<file path="src/rtl/assert_macros.svh">
// ----------------------------------------------------------------------------
// assert_macros.svh
// Concurrent assertion shorthands shared by the RTL.
// ----------------------------------------------------------------------------
`ifndef ASSERT_MACROS_SVH
`define ASSERT_MACROS_SVH

// same-cycle implication
`define ASSERT_IMPLIES(label, clk, rst_n, ante, cons, msg) \
	label: assert property (@(posedge clk) disable iff (!rst_n) (ante) |-> (cons)) \
		else $error(msg);

// next-cycle implication
`define ASSERT_NEXT(label, clk, rst_n, ante, cons, msg) \
	label: assert property (@(posedge clk) disable iff (!rst_n) (ante) |=> (cons)) \
		else $error(msg);

`endif

</file>
<file path="src/rtl/nmk_ram.sv">
// ----------------------------------------------------------------------------
// nmk_ram
// Generic single-write, single-read RAM with registered read data.
// ----------------------------------------------------------------------------
module nmk_ram #(
	parameter int WIDTH = 8,
	parameter int DEPTH = 16,
	localparam int AW   = (DEPTH > 1) ? $clog2(DEPTH) : 1
) (
	input  logic             clk,
	input  logic             we,
	input  logic [AW-1:0]    waddr,
	input  logic [WIDTH-1:0] wdata,
	input  logic             re,
	input  logic [AW-1:0]    raddr,
	output logic [WIDTH-1:0] rdata
);

	logic [WIDTH-1:0] mem_q [DEPTH];
	logic [WIDTH-1:0] rdata_q;

	always_ff @(posedge clk) begin
		if (we) begin
			mem_q[waddr] <= wdata;
		end
		if (re) begin
			rdata_q <= mem_q[raddr];
		end
	end

	assign rdata = rdata_q;

endmodule

</file>
<file path="config.mk">
export PLATFORM = sky130hd
export DESIGN_NAME = nmk_ram
export DESIGN_NICKNAME = d
export VERILOG_FILES = /design/src/rtl/assert_macros.svh /design/src/rtl/nmk_ram.sv
export SDC_FILE = /design/constraint.sdc
export NUM_CORES = 1
export LEC_CHECK = 0
export CORE_AREA = 2 2 101 103
export DETAILED_ROUTE_END_ITERATION = 8
export DIE_AREA = 0 0 103 105
export DONT_BUFFER_PORTS = 1
export PLACE_DENSITY = 0.72
export SLEW_MARGIN = 20
export SYNTH_ARGS = -nofsm -noshare
export SYNTH_HDL_FRONTEND = slang
export SYNTH_SLANG_ARGS = --single-unit
</file>
<file path="constraint.sdc">
create_clock -name clk -period 2.1 [get_ports clk]
set_input_delay 0.63 -clock clk [delete_from_list [all_inputs] [get_ports clk]]
set_output_delay 0.63 -clock clk [all_outputs]
set_load 0.1 [all_outputs]
</file>
==> metrics, run 1 <==
reg2reg setup slack 580 ps; clock tree from TritonCTS yes; depth of the worst hold-timing path 0; DRC violation count after routing 0; overall track demand over capacity in global routing 19.9%; number of CTS-inserted buffers 17; pwr/cell area 1010 mW/mm2; post-place instance area 0.00551 mm2; Row Count 36; Die X 103 um; die area 0.0108 mm2; post-route standard cell area excluding fillers 0.00607 mm2; Routed Wire Length 9.75 mm; critical path, cell by cell buf_4; Resized cells post-CTS 0; number of hold-repair buffers added at the cts stage 0; post-DR wirelength/cell 23.8 um; DR vias 2445; data required time of the critical path 1470 ps; netlist area before placement 0.00523 mm2; number of failing hold endpoints at the final stage 0; hold path endpoint mem_q[2][6]; length in cells of the worst reg-to-reg path 3; IO Pins 27; fin nets 283; setup skew after layout 4.77 ps; number of violations reported at the end of detailed-routing iteration 0 204; number of max-capacitance violations reported 0; HPWL after detailed placement 5.87 mm; number of unique standard cell types used by synthesis 18; clock sink count 136; HP Class in2reg; maximum number of pins on one net before global-route repair 33; minimum hold slack 204 ps; Buffers on Ports 0; number of global-route vias before repair 2504; Max stage delay cell, worst path sky130_fd_sc_hd__edfxtp_1; highest-count cells in the layout ignoring fill and taps sky130_fd_sc_hd__edfxtp_1, sky130_fd_sc_hd__buf_4, sky130_fd_sc_hd__mux4_2; final estimated routing congestion in global placement 0.741; destination of the worst register-to-register timing path rdata[0]; crit path launch type register; Warnings, synthesis 0; total iterations of the first detailed-routing run 5; run status finished clean; final-layout setup total negative slack 0 ps; maximum clock insertion buffer count 2; number of nets produced by synthesis 248; remaining global-route overflow 0; Worst EP arrival 1250 ps; slack of the critical path 219 ps; maximum clock rate 532 MHz; worst voltage drop across the vdd grid 0.000547 V; Hold Path Origin wdata[6]; final period utilization 89.6%; Detail Route Antenna Nets 0; maximum fanout encountered on the critical timing path 1; sequential cell area fraction in the yosys report 78.1%; Initial Utilization 54.2%; crit-path leading delay family flip-flops; Core ar. 0.00964 mm2; buffers inserted during post-CTS setup optimization 0; htree depth 4; critical path start-end classification reg2out; clock edge transition at the registers on the reported setup and hold paths 60 ps; initial antenna violation count 0; Slew @ Worst Pin 353 ps; height of the chip 105 um; element type at the critical path end primary output; setup repair after global routing missed its margin no; maximum cell stage delay along the critical path 410 ps; number of buffers and inverters on the critical path 1; clock latency of the later-clocked register in the worst-skew pair 520 ps; wire length of the first global-routing pass 14.7 mm; Final Max Slew Viols 0; Period minus WS final 1880 ps; share of cells above drive strength 1 25.6%; leakage 2.01 nW; worst rel slew slack 76.5%; worst flop-to-flop path startpoint mem_q[1][0]; most common library cell in the layout ignoring fill and taps sky130_fd_sc_hd__edfxtp_1; post-DR vias/cell 5.96; total setup violations reported at the end of the flow 0; mean instance size in the synthesized netlist 22.8 um2; cell chosen for the clock root sky130_fd_sc_hd__clkbuf_8; cell count after synthesis 229; Layout Area Growth over Synthesis 16.0%; timing startpoint of the critical path rdata[4]; Place WS 273 ps; number of storage elements in the synthesis netlist 136; number of antenna diodes 0
==> sequential cells by signal, indices dropped and copies added (netlist names) <==
name and count:
mem_q 128, rdata 8
==> layer usage <==
metal  vias to the layer above  share of wire (%)  GRT usage, %
met5                         -                  0             0
met2                       123                 50          29.3
met4                         0                1.8          8.65
met1                      1255                 41          27.7
li1                       1053                  -             -
met3                        14                7.8          6.22
==> worst max path at each step <==
stage,to,slack [ps],cells past startpoint
after floorplan,rdata[1],190,5
after global placement,rdata[0],300,3
after detailed placement,rdata[0],270,3
after CTS,rdata[4],190,1
after global routing,rdata[4],180,1
final,rdata[4],220,1
==> area by class of cell <==
class,count,area (um2)
fillers,657,3570
well taps,133,166
clock buffers,20,425
clock inverters,12,133
repair buffers,26,195
flip-flops and latches,136,4080
multi-input cells,83,1060
==> cells by family (layout without fill, tap and decap cells) <==
logic type / after synthesis / count (layout) / synth area share [%]
flip-flops: 136 / 136 / 78.1
AND/OR/NAND/NOR: 35 / 35 / 3.14
AO/OA/AOI/OAI: 16 / 16 / 2.30
buffers and inverters: 10 / 58 / 1.65
multiplexers: 32 / 32 / 14.8
==> stage by stage <==
stage	cells	power (mW)	utilization, %
6_report	410	6.15	62.9
5_1_grt	410	6.31	62.9
4_1_cts	410	6.19	62.9
3_5_place_dp	378	3.42	57.1
3_3_place_gp	378	3.41	57.1
2_1_floorplan	229	3.38	-
==> power by group <==
part           internal (mW)  switching (mW)
logic                  0.110           0.172
clock network           1.78            1.01
registers               3.06          0.0168
==> synth_stat cells <==
cell type	instances	share of area (%)
sky130_fd_sc_hd__and2_1	1	0.12
sky130_fd_sc_hd__buf_2	3	0.29
sky130_fd_sc_hd__buf_4	1	0.14
sky130_fd_sc_hd__a22oi_1	16	2.3
sky130_fd_sc_hd__buf_6	3	0.65
sky130_fd_sc_hd__nor2_1	13	0.93
sky130_fd_sc_hd__nand2b_1	2	0.24
sky130_fd_sc_hd__and2b_1	1	0.14
sky130_fd_sc_hd__or3b_2	1	0.17
sky130_fd_sc_hd__nand2_1	9	0.65
sky130_fd_sc_hd__mux4_1	14	7.0
sky130_fd_sc_hd__mux4_2	18	7.8
sky130_fd_sc_hd__nand3b_1	2	0.29
sky130_fd_sc_hd__nor3_1	4	0.38
sky130_fd_sc_hd__edfxtp_1	136	78
sky130_fd_sc_hd__clkdlybuf4s25_2	3	0.57
sky130_fd_sc_hd__nor2b_1	1	0.12
sky130_fd_sc_hd__nand3_1	1	0.096
Note: power is estimated with default switching activity, not from simulation.
==> inputs of run 2 (changes only) <==
--- a/config.mk
+++ b/config.mk
@@ -5,11 +5,11 @@
 export SDC_FILE = /design/constraint.sdc
 export NUM_CORES = 1
 export LEC_CHECK = 0
-export CORE_AREA = 2 2 101 103
+export CORE_AREA = 2 2 141 74
 export DETAILED_ROUTE_END_ITERATION = 8
-export DIE_AREA = 0 0 103 105
+export DIE_AREA = 0 0 143 76
 export DONT_BUFFER_PORTS = 1
-export PLACE_DENSITY = 0.72
+export PLACE_DENSITY = 0.73
 export SLEW_MARGIN = 20
 export SYNTH_ARGS = -nofsm -noshare
 export SYNTH_HDL_FRONTEND = slang
==> run 2 against run 1 <==
- clock skew rose by 2.4 ps
- critical path type unchanged
- flip-flop and latch count did not move
- largest power group unchanged
- worst hold slack better by 110 ps
- non-clock buffer count decreased by 1
- wire length rose by 0.74%
- via count is 2.2% lower
- maximum frequency grew 9.3%
- first-iteration DRC count is 31% higher
- die area increased by 0.49%
==> metrics, run 2 (synthesis gave the netlist of run 1 again) <==
run status finished clean; post-route standard cell area excluding fillers 0.00608 mm2; number of violations reported at the end of detailed-routing iteration 0 267; number of CTS-inserted buffers 17; clock sink count 136; final estimated routing congestion in global placement 0.738; crit-path leading delay family flip-flops; reg2reg setup slack 620 ps; slack of the critical path 380 ps; Die X 143 um; die area 0.0109 mm2; DRC violation count after routing 0; final-layout setup total negative slack 0 ps; height of the chip 76 um; post-DR vias/cell 5.76; buffers inserted during post-CTS setup optimization 0; overall track demand over capacity in global routing 20.4%; pwr/cell area 1020 mW/mm2; Internal 5.00 mW; crit path launch type register; Worst EP arrival 1090 ps; total iterations of the first detailed-routing run 4; Max stage delay cell, worst path sky130_fd_sc_hd__edfxtp_1; number of antenna diodes 0; post-place instance area 0.00551 mm2; worst rel slew slack 48.4%; number of hold-repair buffers added at the cts stage 0; most common library cell in the layout ignoring fill and taps sky130_fd_sc_hd__edfxtp_1; Sw Ratio 19.3%; critical path start-end classification reg2out; Resized cells post-CTS 0; maximum number of pins on one net before global-route repair 33; Detail Route Antenna Nets 0; number of max-capacitance violations reported 0; combinational cell fraction of total power 4.5%; maximum fanout encountered on the critical timing path 1; critical path, cell by cell buf_4; number of failing hold endpoints at the final stage 0; Initial Utilization 53.4%; clock latency of the later-clocked register in the worst-skew pair 410 ps; cell chosen for the clock root sky130_fd_sc_hd__clkbuf_16; maximum clock rate 581 MHz; number of global-route vias before repair 2531; setup repair after global routing missed its margin no; final period utilization 81.9%; Place WS 310 ps; max reg flops 128; Period minus WS final 1720 ps; remaining global-route overflow 0; clock tree from TritonCTS yes; share of cells above drive strength 1 25.8%; data required time of the critical path 1470 ps; Core ar. 0.00979 mm2; HP Class in2reg; setup skew after layout 7.16 ps; element type at the critical path end primary output; number of buffers and inverters on the critical path 1; Net Sw Power 1.20 mW; total setup violations reported at the end of the flow 0; total placed cells including tap cells 384; sequential share of power 49.6%; maximum clock insertion buffer count 2; Row Count 26; Slew @ Worst Pin 773 ps; wire length of the first global-routing pass 15.2 mm; leakage 2.02 nW; post-DR wirelength/cell 23.7 um; final instance count without filler cells 415; Layout Area Growth over Synthesis 16.2%; clock power share 45.8%; Routed Wire Length 9.82 mm; IO Pins 27; maximum cell stage delay along the critical path 370 ps; clock edge transition at the registers on the reported setup and hold paths 50 ps; fin nets 282; initial antenna violation count 0; HPWL after detailed placement 6.13 mm; Buffers on Ports 0; worst voltage drop across the vdd grid 0.000603 V; register containing the most flip-flops in the final layout mem_q; DR vias 2392; Final Max Slew Viols 0; htree depth 4; highest-count cells in the layout ignoring fill and taps sky130_fd_sc_hd__edfxtp_1, sky130_fd_sc_hd__buf_4, sky130_fd_sc_hd__mux4_2
==> run 2: cell types whose count changed in the layout (fill, tap and decap cells not counted) <==
cell	change
sky130_fd_sc_hd__clkbuf_16	+1
sky130_fd_sc_hd__buf_4	-1
sky130_fd_sc_hd__clkbuf_1	-1
sky130_fd_sc_hd__clkbuf_8	-1
sky130_fd_sc_hd__clkinv_2	+1
sky130_fd_sc_hd__clkinv_1	-1
==> run 2: per-layer routing <==
layer,wire (um),GRT usage [%]
met1,4570,31.9
met2,4230,27.1
met3,917,6.73
met4,104,7.13
met5,0,0
==> run 2: worst paths after layout <==
check,startpoint,to,cells after the start
hold reg to reg,mem_q[15][2],rdata[2],3
hold / removal,wdata[5],mem_q[7][5],0
setup / recovery,rdata[2],rdata[2],1
setup reg to reg,mem_q[3][7],rdata[7],3
==> run 2: final cells by class <==
| cell class | count | area [um2] |
|---|---|---|
| fillers | 685 | 3720 |
| clock buffers | 19 | 433 |
| well taps | 140 | 175 |
| clock inverters | 12 | 134 |
| flip-flops and latches | 136 | 4080 |
| repair buffers | 25 | 188 |
| multi-input cells | 83 | 1060 |
==> run 2: stage by stage <==
step | power, mW | utilization [%] | hold slack (ps)
2_1_floorplan | 3.38 | - | 705
3_3_place_gp | 3.41 | 56.3 | 726
3_5_place_dp | 3.42 | 56.3 | 730
4_1_cts | 6.25 | 62.0 | 298
5_1_grt | 6.39 | 62.0 | 290
6_report | 6.20 | 62.0 | 312
==> run 2: power groups by stage <==
stage / Combinational [mW] / Clock, mW / Sequential, mW
3_5_place_dp: 0.283 / 0 / 3.13
4_1_cts: 0.284 / 2.88 / 3.08
3_3_place_gp: 0.280 / 0 / 3.13
5_1_grt: 0.298 / 3.01 / 3.08
2_1_floorplan: 0.155 / 0 / 3.22
6_report: 0.282 / 2.84 / 3.08
==> inputs of run 3 (changes only) <==
--- a/config.mk
+++ b/config.mk
@@ -5,11 +5,12 @@
 export SDC_FILE = /design/constraint.sdc
 export NUM_CORES = 1
 export LEC_CHECK = 0
-export CORE_AREA = 2 2 141 74
+export ABC_AREA = 1
+export CORE_AREA = 2 2 149 78
 export DETAILED_ROUTE_END_ITERATION = 8
-export DIE_AREA = 0 0 143 76
+export DIE_AREA = 0 0 151 80
 export DONT_BUFFER_PORTS = 1
-export PLACE_DENSITY = 0.73
+export PLACE_DENSITY = 0.7
 export SLEW_MARGIN = 20
 export SYNTH_ARGS = -nofsm -noshare
 export SYNTH_HDL_FRONTEND = slang
==> constraint.sdc (replaced) <==
create_clock -name clk -period 1.6 [get_ports clk]
set_input_delay 0.48 -clock clk [delete_from_list [all_inputs] [get_ports clk]]
set_output_delay 0.48 -clock clk [all_outputs]
set_load 0.1 [all_outputs]
==> run 3 against run 2 <==
- non-clock buffer count increased by 2
- clock skew fell by 1.0 ps
- final area up 9.7%
- synthesized cell count is 140% higher
- sequential share of layout area decreased by 5.9 points
- global-route usage rose by 2.8 points
- critical path depth is the same
- via count grew 61%
- sequential power rose by 31%
- clock power increased by 31%
- combinational power grew 66%
- wire length increased by 32%
==> metrics, run 3 <==
run status finished clean; number of nets produced by synthesis 570; maximum number of pins on one net before global-route repair 66; crit-path leading delay family flip-flops; Place WS 81.8 ps; Buffers on Ports 0; ranking of synthesized cells by instance count sky130_fd_sc_hd__nand2_1, sky130_fd_sc_hd__edfxtp_1, sky130_fd_sc_hd__inv_1; slack of the critical path 43.0 ps; maximum fanout encountered on the critical timing path 1; predominant post-synthesis flop cell sky130_fd_sc_hd__edfxtp_1; worst rel slew slack 58.4%; remaining global-route overflow 0; number of unique standard cell types used by synthesis 11; number of failing hold endpoints at the final stage 0; netlist area before placement 0.00585 mm2; setup repair after global routing missed its margin no; minimum hold slack 157 ps; number of storage elements in the synthesis netlist 136; final period utilization 97.3%; Max stage delay cell, worst path sky130_fd_sc_hd__edfxtp_1; critical path start-end classification reg2out; share of the synthesized area in the top cell type 69.8%; Initial Utilization 54.4%; initial antenna violation count 1; Resized cells post-CTS 0; maximum clock rate 642 MHz; leakage 2.85 nW; HP Class in2reg; number of hold-repair buffers added at the cts stage 0; Worst EP arrival 1080 ps; final-layout setup total negative slack 0 ps; post-DR wirelength/cell 17.7 um; area of the multi-input gates 0.00121 mm2; maximum clock insertion buffer count 2; cell chosen for the clock root sky130_fd_sc_hd__clkbuf_16; max reg flops 128; height of the chip 80 um; maximum cell stage delay along the critical path 360 ps; Row Count 27; setup skew after layout 6.13 ps; Period minus WS final 1560 ps; highest-count cells in the layout ignoring fill and taps sky130_fd_sc_hd__nand2_1, sky130_fd_sc_hd__edfxtp_1, sky130_fd_sc_hd__inv_1; top cell type by total area after synthesis sky130_fd_sc_hd__edfxtp_1; Warnings, synthesis 0; DRC violation count after routing 0; worst voltage drop across the vdd grid 0.000909 V; IO Pins 27; overall track demand over capacity in global routing 23.2%; async set-or-reset flop fraction in the synthesized netlist 0%; routed length on met2 5.44 mm; final estimated routing congestion in global placement 0.919; htree depth 4; number of enable flip-flop cells after synthesis 136; element type at the critical path end primary output; fin nets 592; buffers inserted during post-CTS setup optimization 0; cell count after synthesis 551; data required time of the critical path 1120 ps; sequential standard cell area 0.00408 mm2; Die X 151 um; Layout Area Growth over Synthesis 14.0%; post-DR vias/cell 5.28; clock tree from TritonCTS yes; number of max-capacitance violations reported 0; Filler Cell Count 847; HPWL after detailed placement 8.35 mm; clock latency of the later-clocked register in the worst-skew pair 420 ps; share of cells above drive strength 1 9.91%; number of global-route vias before repair 3554; routed length on met1 6.15 mm; number of antenna diodes 0; crit path launch type register; top-count cell post-synth sky130_fd_sc_hd__nand2_1; Detail Route Antenna Nets 0; Slew @ Worst Pin 623 ps; sequential cell area fraction in the yosys report 69.8%; met3 wire length 1.28 mm; Routed Wire Length 12.9 mm; most common library cell in the layout ignoring fill and taps sky130_fd_sc_hd__nand2_1; highest signal layer in the routed design met4; clock sink count 136; number of buffers and inverters on the critical path 1; number of CTS-inserted buffers 17; mean instance size in the synthesized netlist 10.6 um2; total iterations of the first detailed-routing run 5; Final Max Slew Viols 0; clock edge transition at the registers on the reported setup and hold paths 60 ps; Core ar. 0.0107 mm2; wire length of the first global-routing pass 19.9 mm; total setup violations reported at the end of the flow 0; DR vias 3851; critical path, cell by cell buf_4; die area 0.0121 mm2; number of violations reported at the end of detailed-routing iteration 0 528; register containing the most flip-flops in the final layout mem_q; synth top area cells sky130_fd_sc_hd__edfxtp_1, sky130_fd_sc_hd__nand2_1, sky130_fd_sc_hd__nand3_1, sky130_fd_sc_hd__inv_1, sky130_fd_sc_hd__buf_6; pwr/cell area 1240 mW/mm2
run 3: cell count changes after synthesis, moves of 4 or more:
cell                      before  now
sky130_fd_sc_hd__a22oi_1      16    0
sky130_fd_sc_hd__buf_2         3   13
sky130_fd_sc_hd__inv_1         0  100
sky130_fd_sc_hd__mux4_1       14    0
sky130_fd_sc_hd__mux4_2       18    0
sky130_fd_sc_hd__nand2_1       9  173
sky130_fd_sc_hd__nand3_1       1   97
sky130_fd_sc_hd__nor2_1       13   17
sky130_fd_sc_hd__nor3_1        4    0
run 3: metrics by stage:
step           area (um2)  util [%]  total power [mW]  cells
2_1_floorplan        5850         -              4.51    551
3_3_place_gp         6100      56.8              4.57    699
3_5_place_dp         6100      56.8              4.58    699
4_1_cts              6660      62.0              8.25    730
5_1_grt              6660      62.0              8.48    730
6_report             6660      62.0              8.23    730
run 3: layout make-up:
type / count / area share [%]
sequential: 136 / 61.3
tap: 145 / 2.72
clock buffer: 18 / 6.44
clock inverter: 13 / 1.99
multi-input combinational: 289 / 18.2
timing repair buffer: 27 / 3.60
inverter: 102 / 5.75
run 3: worst paths after layout:
kind                            depth (start not counted)  slack [ps]          end          from
worst min-delay path                                    0         160  mem_q[0][3]      wdata[3]
worst max-delay path                                    1          40     rdata[2]      rdata[2]
worst min register to register                          6         750     rdata[3]   mem_q[2][3]
worst max register to register                          6         490     rdata[7]  mem_q[14][7]
run 3: where the power goes:
group	leakage (nW)	internal, mW	total [mW]	switching (mW)
combinational	1.35	0.138	0.468	0.330
sequential	1.24	4.02	4.04	0.0218
clock	0.269	2.27	3.73	1.46
run 3: logic make-up (layout without fill, tap and decap cells):
group	count (synthesis)	after routing	synth area share [%]
and+or+nand+nor	289	289	20.8
DFF	136	136	69.8
buffers and inverters	126	160	9.39
run 3: per-layer routing:
layer	vias to the layer above	track usage, %
met5	-	0
met3	8	6.86
met1	1840	36.0
li1	1824	-
met4	0	5.70
met2	179	31.7
run 3: worst register-to-register path, stage by stage (launching register included):
cell and delay [ps]:
sky130_fd_sc_hd__edfxtp_1 360, sky130_fd_sc_hd__inv_1 80, sky130_fd_sc_hd__nand2_1 60, sky130_fd_sc_hd__nand3_1 100, sky130_fd_sc_hd__nand3_1 80, sky130_fd_sc_hd__nand3_1 110
sky130_fd_sc_hd__nand2_1 70
